**config.mk**
```make
export PLATFORM = sky130hd
export DESIGN_NAME = sdfo_cell
export DESIGN_NICKNAME = d
export VERILOG_FILES = /design/src/hw/rtl/sdfo_pkg.sv /design/src/hw/rtl/sdfo_cell.sv
export SDC_FILE = /design/constraint.sdc
export NUM_CORES = 1
export LEC_CHECK = 0
export BUFFER_PORTS_ARGS = -buffer_cell sky130_fd_sc_hd__clkbuf_2
export CAP_MARGIN = 20
export CELL_PAD_IN_SITES_DETAIL_PLACEMENT = 1
export CELL_PAD_IN_SITES_GLOBAL_PLACEMENT = 1
export CORE_MARGIN = 4
export CORE_UTILIZATION = 41
export CTS_BUF_LIST = sky130_fd_sc_hd__clkbuf_4 sky130_fd_sc_hd__clkbuf_8 sky130_fd_sc_hd__clkbuf_16
export DETAILED_ROUTE_END_ITERATION = 10
export PLACE_DENSITY = 0.86
export REMOVE_ABC_BUFFERS = 1
export SYNTH_ARGS = -nofsm -noshare
export SYNTH_HDL_FRONTEND = slang
export SYNTH_SLANG_ARGS = --single-unit
export TNS_END_PERCENT = 1
```
**constraint.sdc**
```tcl
create_clock -name clk -period 6 [get_ports clk]
set_input_delay 1.2 -clock clk [delete_from_list [all_inputs] [get_ports clk]]
set_output_delay 1.2 -clock clk [all_outputs]
set_load 0.05 [all_outputs]
```
**src/hw/rtl/sdfo_pkg.sv**
```systemverilog
// Shared types for the order-preserving duplicate removal unit.
`timescale 1ns / 1ps
package sdfo_pkg;

	typedef struct packed {
		logic signed [31:0] value;
		logic               last;
	} sdfo_in_t;

	typedef struct packed {
		logic signed [31:0] value_out;
		logic               keep;
		logic [6:0]         distinct_count;
		logic               overflow;
		logic               last_out;
	} sdfo_out_t;

	typedef struct packed {
		logic               vld;
		logic               last;
		logic               found;
		logic               kept;
		logic signed [31:0] value;
	} sdfo_tok_t;

	localparam int unsigned OUT_CNT_W = 7;

endpackage

```
**src/hw/rtl/sdfo_cell.sv**
```systemverilog
// One storage cell of the chain: holds one distinct value and passes requests onward.
`timescale 1ns / 1ps
module sdfo_cell
	import sdfo_pkg::*;
#(
	parameter int unsigned CNT_W = 7
) (
	input  logic             clk,
	input  logic             arst_n,
	input  logic             en,
	input  sdfo_tok_t        tok,
	input  logic [CNT_W-1:0] cnt,
	output sdfo_tok_t        tok_nxt,
	output logic [CNT_W-1:0] cnt_nxt
);

	logic               vld_s1;
	sdfo_tok_t          tok_s1;
	sdfo_tok_t          tok_upd;
	logic [CNT_W-1:0]   cnt_s1;
	logic               occ_q;
	logic signed [31:0] entry_q;
	logic               match;
	logic               grab;

	assign match = occ_q && (entry_q == tok.value);
	assign grab  = tok.vld && !occ_q && !tok.found && !tok.kept;

	always_comb begin
		tok_upd       = tok;
		tok_upd.found = tok.found || match;
		tok_upd.kept  = tok.kept || grab;
	end

	always_ff @(posedge clk or negedge arst_n) begin
		if (!arst_n) begin
			vld_s1 <= 1'b0;
			occ_q  <= 1'b0;
		end else if (en) begin
			vld_s1 <= tok.vld;
			if (tok.vld) begin
				if (tok.last) begin
					occ_q <= 1'b0;
				end else if (grab) begin
					occ_q <= 1'b1;
				end
			end
		end
	end

	always_ff @(posedge clk) begin
		if (en) begin
			tok_s1 <= tok_upd;
			if (occ_q || grab) begin
				cnt_s1 <= cnt + CNT_W'(1);
			end else begin
				cnt_s1 <= cnt;
			end
			if (grab) begin
				entry_q <= tok.value;
			end
		end
	end

	always_comb begin
		tok_nxt     = tok_s1;
		tok_nxt.vld = vld_s1;
	end

	assign cnt_nxt = cnt_s1;

endmodule

```
=== Yosys cells after proc, flatten, opt, wreduce, memory -nomap -nowiden ===
Index checks and enable logic that the tools add are counted.

* Reductions and logical operators: 13
* Eq/ne operators: 1
* Muxes and demuxes: 3
* $mul: 0
* Shift-type cells: 0
* Add/subtract/negate cells: 1
* Div/mod/pow operators: 0
* Bitwise operators: 0
* $lt $le $gt $ge: 0

{| class="wikitable"
|+ Operators by type and width
! operator !! number
|-
| $eq A32 B32 Y1 || 1
|-
| $add A7 B1 Y7 const B || 1
|-
| $mux W7 || 1
|-
| $logic_and A1 B1 Y1 || 4
|-
| $logic_not A1 Y1 || 3
|-
| $logic_or A1 B1 Y1 || 3
|-
| $reduce_and A3 Y1 || 1
|-
| $mux W1 || 2
|-
| $reduce_and A2 Y1 || 1
|-
| $reduce_bool A2 Y1 || 1
|}

* Memories: 0
* Memory bits (read-only): 0
* Memory bits (writable): 0
* Bits of input ports: 46
* Bits in latches: 0
* Register bits: 76
* Output and inout port bits: 43
* Word-level logic and storage cells: 26

=== Longest topological paths before layout ===
Gate-level depths: netlist (run 1).

* Depth in word-level cells: 6
* Mapped depth: 4
* Mapped depth without buffers: 4

=== Worst setup path after synthesis (run 1) ===
No wires, ideal clock.

* Path type: input-to-reg
* From: in tok[33] (netlist bit)
* To: reg entry_q[0] (enable)
* Setup time: 0.514 ns
* Data required time: 5.486 ns
* Stages: 2
* Setup slack: 0.681 ns
* Data arrival time: 4.804 ns
* Path through: nand2b_1 -> nor4b_1

* Longest elaborated chain between the ends: 4

{| class="wikitable"
|+ RTL lines
! element !! line !! text
|-
| start: declaration || sdfo_cell.sv:11 || <nowiki>input sdfo_tok_t tok,</nowiki>
|-
| $logic_not A1 Y1 || sdfo_cell.sv:27 || <nowiki>assign grab = tok.vld && !occ_q && !tok.found && !tok.kept;</nowiki>
|-
| $logic_and A1 B1 Y1 (2 in series) || sdfo_cell.sv:27 ||
|-
| $reduce_and A2 Y1 (no source line) || -- ||
|-
| end signal: assignment || sdfo_cell.sv:60 || <nowiki>entry_q <= tok.value;</nowiki>
|-
| end: declaration || sdfo_cell.sv:22 || <nowiki>logic signed [31:0] entry_q;</nowiki>
|}

Every way passes these cells.
A chain may end at the register's enable or synchronous reset.

=== Worst setup path in the final report (run 1) ===
* From: in en
* To: reg entry_q[23] (enable)

* Longest elaborated chain between the ends: 1

{| class="wikitable"
|+ RTL lines
! element !! line !! text
|-
| start: declaration || sdfo_cell.sv:10 || <nowiki>input logic en,</nowiki>
|-
| $reduce_and A2 Y1 (no source line) || -- ||
|}

Every way passes these cells.

==> reports/metrics.yaml, run 1 <==
outcome: "finished clean"
r2r_cells: 4
wire_per_inst_um: 17.3
critPathRequiredTime_ns: 6.03
grt.busiest_layer: "met2"
max_freq_mhz: 418
cts_tree: "done"
fillCellCount: 645
initial_core_util: 0.433
synth_edf_count: 74
wirelength_um: 5660
io_pins: 89
r2r-end: "tok_nxt[33]"
ys_seq_area_frac: 0.804
hold_violations: 0
avgSynthCellArea_um2: 19.5
slew_violations: 0
synth_area_um2: 2830
ys_seq_elements: 76
clock-sinks: 76
overflow: 0
antenna_found_initial: 0
cts_root_buf: "clkbuf_8"
hold_class: "reg -> reg"
finalSetupTns_ns: 0
die_w_um: 91.0
min_period_ns: 2.39
critPathLaunchType: "input port"
rsz0062_at_grt: "false"
synthTopCellsByArea: "edfxtp_1 (79%), xnor2_1 (10%), dfrtp_1 (1.8%), nand4_1 (1.8%), xor2_1 (1.6%)"
ant_nets: 0
synthArstFlopShare: 0.0263
cp-end-kind: "flop"
critPathMaxFanout: 46
vdd_drop_max_uv: 172
powerDensity_nw_per_um2: 333
clk_latency_ns: 0.34
htreeDepth: 3
layout-drive-gt1-share: 0.446
worstMarginPinSlew_ns: 0.575
relSlewSlack: 0.617
grt_pass1_vias: 1850
clock_skew_ns: 0.00615
grt_use_met2: 0.241
fin_crit_sh: 0.399
hold_buffers: 0
clk_pin_slew_worst_paths_ns: 0.07
cts_inserted_buffers: 9
drt_iter0_markers: 82
rows: 29
dieHeight_um: 91.0
synth_top_area_share: 0.787
synth.most_common_cell: "edfxtp_1"
critPathArrivalTime_ns: 2.42
num_antenna_cells: 0
regToRegStartpoint: "entry_q[8]"
postSynthCellCount: 145
hold_end: "vld_s1"
worstSetupPathType: "in -> reg"
fin_nets: 293
drtPass1Iterations: 4
core_area_um2: 6530
ys_warn_count: 0
area_growth_pct: 27.4
grt.total_usage: 0.146
met1_usage: 0.175
via_per_inst: 4.85
numPortBuffers: 88
final_util: 0.551
final-setup-viol-count: 0
dr_total_vias: 1592
dp_hpwl_um: 4150
post_cts_resized: 0
post_cts_buffers: 0
grt_max_degree: 47
met3_usage: 0.0537
yosysTopAreaCell: "edfxtp_1"
gp_congestion: 0.711
dieArea_um2: 8280
p_leak_nw: 1.37
synthTopCellsByCount: "edfxtp_1 (74), xnor2_1 (33), nand4_1 (8), xor2_1 (5)"
rrSetupSlack_ns: 4.56
grt_pass1_wl_um: 9220
synth_ff_type: "edfxtp_1"
synth_cell_types: 22
hp-start: "vld_s1"
holdPathStages: 1
clock_path_buffers: 2
drv_cap: 0
drc: 0
## metrics by stage
stage                     instances  instance area (µm²)  total power, mW  setup WS [ns]  hold slack [ns]
after floorplan                 144                 2820            0.737          0.681            0.586
after global placement          312                 3380            0.791           3.32            0.493
after detailed placement        312                 3380            0.795           3.22            0.517
after CTS                       328                 3600             1.21           3.59            0.535
after global routing            328                 3600             1.25           3.48            0.572
final                           328                 3600             1.20           3.61            0.535
## cell type report
class	instances	area [µm²]	share of cell area
clock buffers	11	139	0.0386
flip-flops and latches	76	2270	0.631
inverters	1	3.75	0.00104
repair buffers	91	463	0.129
clock inverters	5	76.3	0.0212
well taps	77	96.3	0.0268
multi-input cells	67	548	0.152
## kinds of logic (layout without fill, tap and decap cells)
logic type      Yosys count  count (layout)  synth area share
compound gates            5               5            0.0173
simple gates             21              21            0.0443
mux                       2               2           0.00797
xor+xnor                 38              38             0.118
fa+ha+maj                 1               1           0.00443
flops                    76              76             0.804
buf+inv                   2             108           0.00399
## sequential cells by signal, indices dropped and copies added (netlist names)
name / count
occ_q: 1
vld_s1: 1
entry_q: 32
cnt_nxt: 7
tok_nxt: 35
## layer usage
layer | part of all wire | vias to the layer above
met3 | 0.069 | 9
met4 | 0.013 | 0
met1 | 0.40 | 762
met2 | 0.51 | 63
li1 | - | 758
met5 | 0 | -
## cell usage in the layout, fill, tap and decap left out, types with 2 or more instances in the layout
cell	instances
nand2_1	2
dfrtp_1	2
bufinv_16	2
clkbuf_4	2
nor4_1	2
clkbuf_2	88
edfxtp_1	74
nand4_1	8
xnor2_1	33
buf_4	3
nand3_1	2
xor2_1	5
and2_1	2
clkbuf_8	9
mux2_2	2
and3_1	2
## worst max path at each step
stage          startpoint          end  depth (start not counted)
2_1_floorplan     tok[33]   entry_q[0]                          2
3_3_place_gp           en   entry_q[4]                          4
3_5_place_dp           en  entry_q[30]                          4
4_1_cts                en  entry_q[23]                          4
5_1_grt                en  entry_q[30]                          4
6_report               en  entry_q[23]                          4
## where the power goes
group          leakage (nW)  switching, mW  internal (mW)
sequential            0.727        0.00821          0.613
clock                 0.108          0.177          0.242
combinational         0.534          0.120         0.0401
total                  1.37          0.305          0.895
## worst max-delay path, stage by stage
cell and delay [ns]:
clkbuf_2 0.07, buf_4 0.47, nor4b_2 0.36, buf_4 0.30
No activity file was read; power rests on OpenSTA's default activity.
==> run 2: changes to the inputs <==
Settings changed: CORE_UTILIZATION 41 to 37, PLACE_DENSITY 0.86 to 0.82.
Clock period 6 ns to 2.05 ns, I/O delays scaled along.
==> run 2 against run 1 <==
Core utilization down 6.2 points. Sequential power rose to 2.9 times the previous value. Via count up 2.0%. Wire length down 2.3%. Worst setup slack worse by 3.0 ns. Critical path type is now reg -> out. Largest power group unchanged.
==> reports/metrics.yaml, run 2 (synthesis gave the netlist of run 1 again) <==
dp_cells: 335  # was 312
place_ws_ns: 0.341  # was 3.22 ns
worstMarginPinSlew_ns: 0.401  # was 0.575 ns
largest_reg_flops: 35  # unchanged
core_area_um2: 7330  # was 6530 µm²
power.share.clock: 0.290  # was 0.349
grt_max_degree: 33  # was 47
p_leak_nw: 1.35  # was 1.37 nW
clock-sinks: 76  # unchanged
grt_pass1_wl_um: 8840  # was 9220 µm
pwr-share-comb: 0.146  # was 0.134
r2r_cells: 4  # unchanged
post_cts_buffers: 0  # unchanged
outcome: "finished clean"  # unchanged
clock_path_buffers: 2  # unchanged
clk_latency_ns: 0.33  # was 0.34 ns
hold_violations: 0  # unchanged
finalSetupTns_ns: 0  # unchanged
drv_cap: 0  # unchanged
final_common_cell: "clkbuf_2"  # unchanged
critPathLaunchType: "flop"  # was input port
layout-drive-gt1-share: 0.440  # was 0.446
worstSetupPathType: "reg -> out"  # was in -> reg
path_cells: "clkbuf_2"  # was clkbuf_2 > buf_4 > nor4b_2 > buf_4
clock_skew_ns: 0.00561  # was 0.00615 ns
hold_buffers: 1  # was 0
sw_frac_of_total: 0.275  # was 0.255
drt_iter0_markers: 54  # was 82
dp_hpwl_um: 4190  # was 4150 µm
grt_pass1_vias: 1826  # was 1850
dieHeight_um: 95.4  # was 91.0 µm
critPathMaxFanout: 1  # was 46
cp_slowest_cell: "edfxtp_1"  # was buf_4
cts_inserted_buffers: 9  # unchanged
initial_core_util: 0.385  # was 0.433
cts_tree: "done"  # unchanged
cp-end-kind: "primary output"  # was flop
htreeDepth: 3  # unchanged
slowest_delay_ns: 0.41  # was 0.47 ns
critPathArrivalTime_ns: 1.00  # was 2.42 ns
overflow: 0  # unchanged
critical_path_depth: 1  # was 4
dpl_cell_area_um2: 3420  # was 3380 µm²
via_per_inst: 4.63  # was 4.85
finalNonFillerCells: 351  # was 328
num_antenna_cells: 0  # unchanged
gp_congestion: 0.711  # about the same
numPortBuffers: 88  # unchanged
io_pins: 89  # unchanged
wire_per_inst_um: 15.8  # was 17.3 µm
post_cts_resized: 0  # unchanged
powerDensity_nw_per_um2: 898  # was 333 nW/µm²
ant_nets: 0  # unchanged
final_cell_mix: "clkbuf_2 (88), edfxtp_1 (74), xnor2_1 (33), clkbuf_8 (9), nand4_1 (8)"  # unchanged
antenna_found_initial: 0  # unchanged
clk_pin_slew_worst_paths_ns: 0.07  # about the same
critPathRequiredTime_ns: 1.64  # was 6.03 ns
critical_path.top_delay_family: "flip-flops"  # was buffers and inverters
dieArea_um2: 9100  # was 8280 µm²
relSlewSlack: 0.733  # was 0.617
dr_total_vias: 1624  # was 1592
crit_buf_inv: 1  # was 3
vdd_drop_max_uv: 435  # was 172 µV
cts_root_buf: "clkbuf_8"  # unchanged
max_freq_mhz: 707
hold_class: "in -> reg"  # was reg -> reg
drc: 0  # unchanged
power.switching_mw: 0.887  # was 0.305 mW
final_cell_area_um2: 3580  # was 3600 µm²
min_period_ns: 1.41
holdPathStages: 1  # unchanged
fin_nets: 295  # was 293
area_growth_pct: 26.9  # was 27.4%
final-setup-viol-count: 0  # unchanged
slew_violations: 0  # unchanged
rows: 31  # was 29
internal_power_mw: 2.33  # was 0.895 mW
grt.total_usage: 0.131  # was 0.146
wirelength_um: 5530  # was 5660 µm
die_w_um: 95.4  # was 91.0 µm
fin_crit_sh: 0.690
rsz0062_at_grt: "false"  # unchanged
drtPass1Iterations: 4  # unchanged
seqPwrFrac: 0.565  # was 0.518
fin_hold_ws_ns: 0.269  # was 0.535 ns
fin_ws_ns: 0.636  # was 3.61 ns
==> run 2: changes by cell type in the layout (fill, tap and decap cells not counted) <==
cell / change
clkinv_1: +1
buf_4: +1
clkinv_2: +1
clkbuf_4: -2
dlygate4sd3_1: +1
clkinvlp_4: +1
bufinv_16: -2
==> run 2: metal layers <==
metal / vias to the layer above / GRT usage / part of all wire
li1: 758 / - / -
met1: 801 / 0.148 / 0.39
met2: 59 / 0.220 / 0.52
met3: 6 / 0.0552 / 0.078
met4: 0 / 0.0533 / 0.013
met5: - / 0 / 0
==> run 2: power groups by stage <==
stage	logic (mW)	registers, mW	clock network [mW]
floorplan	0.0656	2.09	0
global placement	0.465	1.85	0
detailed placement	0.475	1.86	0
CTS	0.477	1.82	0.978
global route	0.498	1.83	1.05
finish	0.470	1.82	0.933
==> run 2: path summary, 6_finish.rpt <==
path	slack, ns	from	to
hold reg to reg	0.51	vld_s1	vld_s1
max in group asynchronous	1.55	arst_n	occ_q
hold / removal	0.27	tok[34]	tok_nxt[34]
setup reg to reg	0.64	entry_q[30]	tok_nxt[33]
min in group asynchronous	0.40	arst_n	vld_s1
setup / recovery	0.64	tok_nxt[33]	tok_nxt[33]
==> run 2: through the flow <==
stage          power (mW)   util
3_5_place_dp         2.33  0.466
5_1_grt              3.38  0.489
6_report             3.22  0.489
3_3_place_gp         2.32  0.466
2_1_floorplan        2.16      -
4_1_cts              3.28  0.489
==> run 2: final cells by class <==
cell class              instances  area, µm²
clock buffers                   9        124
clock inverters                 6       32.5
fillers                       760       3750
inverters                       1       3.75
multi-input cells              67        548
flip-flops and latches         76       2270
well taps                      99        124
repair buffers                 93        480
==> run 3: changes to the inputs <==
Clock period 2.05 ns to 1.3 ns, I/O delays scaled along.
==> run 3 against run 2 <==
The flow now finishes with violations (setup timing). Cell count rose by 1.4%. First-iteration DRC count down 9.3%. Core utilization increased by 1.2 points. Largest power group unchanged. Highest routed layer unchanged.
==> reports/metrics.yaml, run 3 (synthesis gave the netlist of run 1 again) <==
outcome: "finished with violations"  # was finished clean
violations: "setup timing"
critPathRequiredTime_ns: 1.51  # was 1.64 ns
critPathArrivalTime_ns: 1.55  # was 1.00 ns
numPortBuffers: 88  # unchanged
clock-sinks: 76  # unchanged
cts_inserted_buffers: 9  # unchanged
worstMarginPinSlew_ns: 0.296  # was 0.401 ns
dr_wl_met2_um: 2850  # was 2870 µm
clock_path_buffers: 2  # unchanged
finalNonFillerCells: 356  # was 351
final-setup-viol-count: 2  # was 0
fin_crit_sh: 1.03
grt_pass1_vias: 1751  # was 1826
io_pins: 89  # unchanged
fin_ws_ns: -0.0431  # was 0.636 ns
route.met3.wl_um: 416  # was 433 µm
rsz0062_at_grt: "true"  # was false
final_cell_mix: "clkbuf_2 (88), edfxtp_1 (74), xnor2_1 (33), clkbuf_8 (9), nand4_1 (8)"  # unchanged
cts_root_buf: "clkbuf_8"  # unchanged
clock_skew_ns: 0.00251  # was 0.00561 ns
worstSetupPathType: "reg -> reg"  # was reg -> out
hold_class: "in -> reg"  # unchanged
post_cts_buffers: 0  # unchanged
dp_cells: 339  # was 335
top_layer: "met4"  # unchanged
max_freq_mhz: 745
hold_violations: 0  # unchanged
drtPass1Iterations: 4  # unchanged
dieHeight_um: 95.4  # unchanged
grt_pass1_wl_um: 8710  # was 8840 µm
antenna_found_initial: 0  # unchanged
cts_tree: "done"  # unchanged
area_growth_pct: 30.0  # was 26.9%
slew_violations: 0  # unchanged
gp_congestion: 0.707  # was 0.711
finalSetupTns_ns: -0.0684  # was 0 ns
ant_nets: 0  # unchanged
overflow: 0  # unchanged
fin_nets: 299  # was 295
num_antenna_cells: 0  # unchanged
critPathLaunchType: "flop"  # unchanged
htreeDepth: 3  # unchanged
die_w_um: 95.4  # unchanged
dp_hpwl_um: 4330  # was 4190 µm
critPathMaxFanout: 1  # unchanged
via_per_inst: 4.57  # was 4.63
wl_met1_um: 2350  # was 2160 µm
dieArea_um2: 9100  # unchanged
cp-end-kind: "flop"  # was primary output
p_leak_nw: 1.39  # was 1.35 nW
dr_total_vias: 1626  # was 1624
vdd_drop_max_uv: 560  # was 435 µV
min_period_ns: 1.34
wirelength_um: 5700  # was 5530 µm
powerDensity_nw_per_um2: 1450  # was 898 nW/µm²
drc: 0  # unchanged
grt_max_degree: 24  # was 33
initial_core_util: 0.385  # unchanged
grt.total_usage: 0.131  # about the same
layout-drive-gt1-share: 0.459  # was 0.440
clk_pin_slew_worst_paths_ns: 0.08  # was 0.07 ns
drt_iter0_markers: 49  # was 54
rows: 31  # unchanged
final_util: 0.501  # was 0.489
wire_per_inst_um: 16.0  # was 15.8 µm
drv_cap: 0  # unchanged
core_area_um2: 7330  # unchanged
clk_latency_ns: 0.33  # about the same
largest_reg_flops: 35  # unchanged
final_common_cell: "clkbuf_2"  # unchanged
relSlewSlack: 0.801  # was 0.733
run 3: cell count changes in the layout (fill, tap and decap cells not counted), sizes merged:
cell      before  now
clkbuf        97   98
bufinv         0    1
clkinvlp       2    1
buf            4    8
run 3: per-stage QoR:
step | area, µm² | total power, mW | hold slack (ns) | setup slack, ns
finish | 3670 | 5.32 | 0.118 | -0.0431
global route | 3670 | 5.58 | 0.0920 | -0.119
CTS | 3650 | 5.40 | 0.0999 | -0.0832
detailed placement | 3450 | 3.68 | 0.0536 | -0.297
global placement | 3450 | 3.66 | 0.0500 | -0.203
floorplan | 2820 | 3.40 | -0.0356 | -3.08
run 3: repair_timing:
item | 4_1_cts | 5_1_grt
endpoints found under the hold margin | 2 | 0
endpoints found under the setup margin | 33 | 36
gates resized for setup | 1 | 4
hold buffers | 1 | 0
cloned | 0 | 0
pin swaps | 1 | 3
run 3: metal layers:
| layer | up-vias | track usage |
|---|---|---|
| met3 | 10 | 0.0466 |
| met4 | 0 | 0.0640 |
| met1 | 793 | 0.150 |
| met5 | - | 0 |
| met2 | 58 | 0.217 |
| li1 | 765 | - |
run 3: path summary, 6_finish.rpt:
check	startpoint	endpoint	slack [ns]	cells past startpoint
hold / removal	tok[34]	tok_nxt[34]	0.12	1
setup / recovery	entry_q[18]	tok_nxt[33]	-0.04	4
max in group asynchronous	arst_n	vld_s1	0.96	2
hold reg to reg	vld_s1	vld_s1	0.52	1
min in group asynchronous	arst_n	occ_q	0.24	2
setup reg to reg	entry_q[18]	tok_nxt[33]	-0.04	4
run 3: worst max-delay path, stage by stage (launching register included):
cell,delay (ns)
edfxtp_1,0.39
xor2_1,0.15
nor4_1,0.33
and3_1,0.21
a31o_2,0.14
run 3: final cells by class:
type / instances / area, µm²
clock buffer: 10 / 131
clock inverter: 6 / 55.1
fill: 753 / 3660
inverter: 1 / 3.75
multi-input combinational: 67 / 568
sequential: 76 / 2270
tap: 99 / 124
timing repair buffer: 97 / 518
run 3: where the power goes:
part	total [mW]	switching [mW]	internal (mW)	leakage, nW
sequential	2.87	0.0370	2.83	0.727
combinational	0.755	0.557	0.198	0.568
clock	1.70	0.815	0.889	0.0945
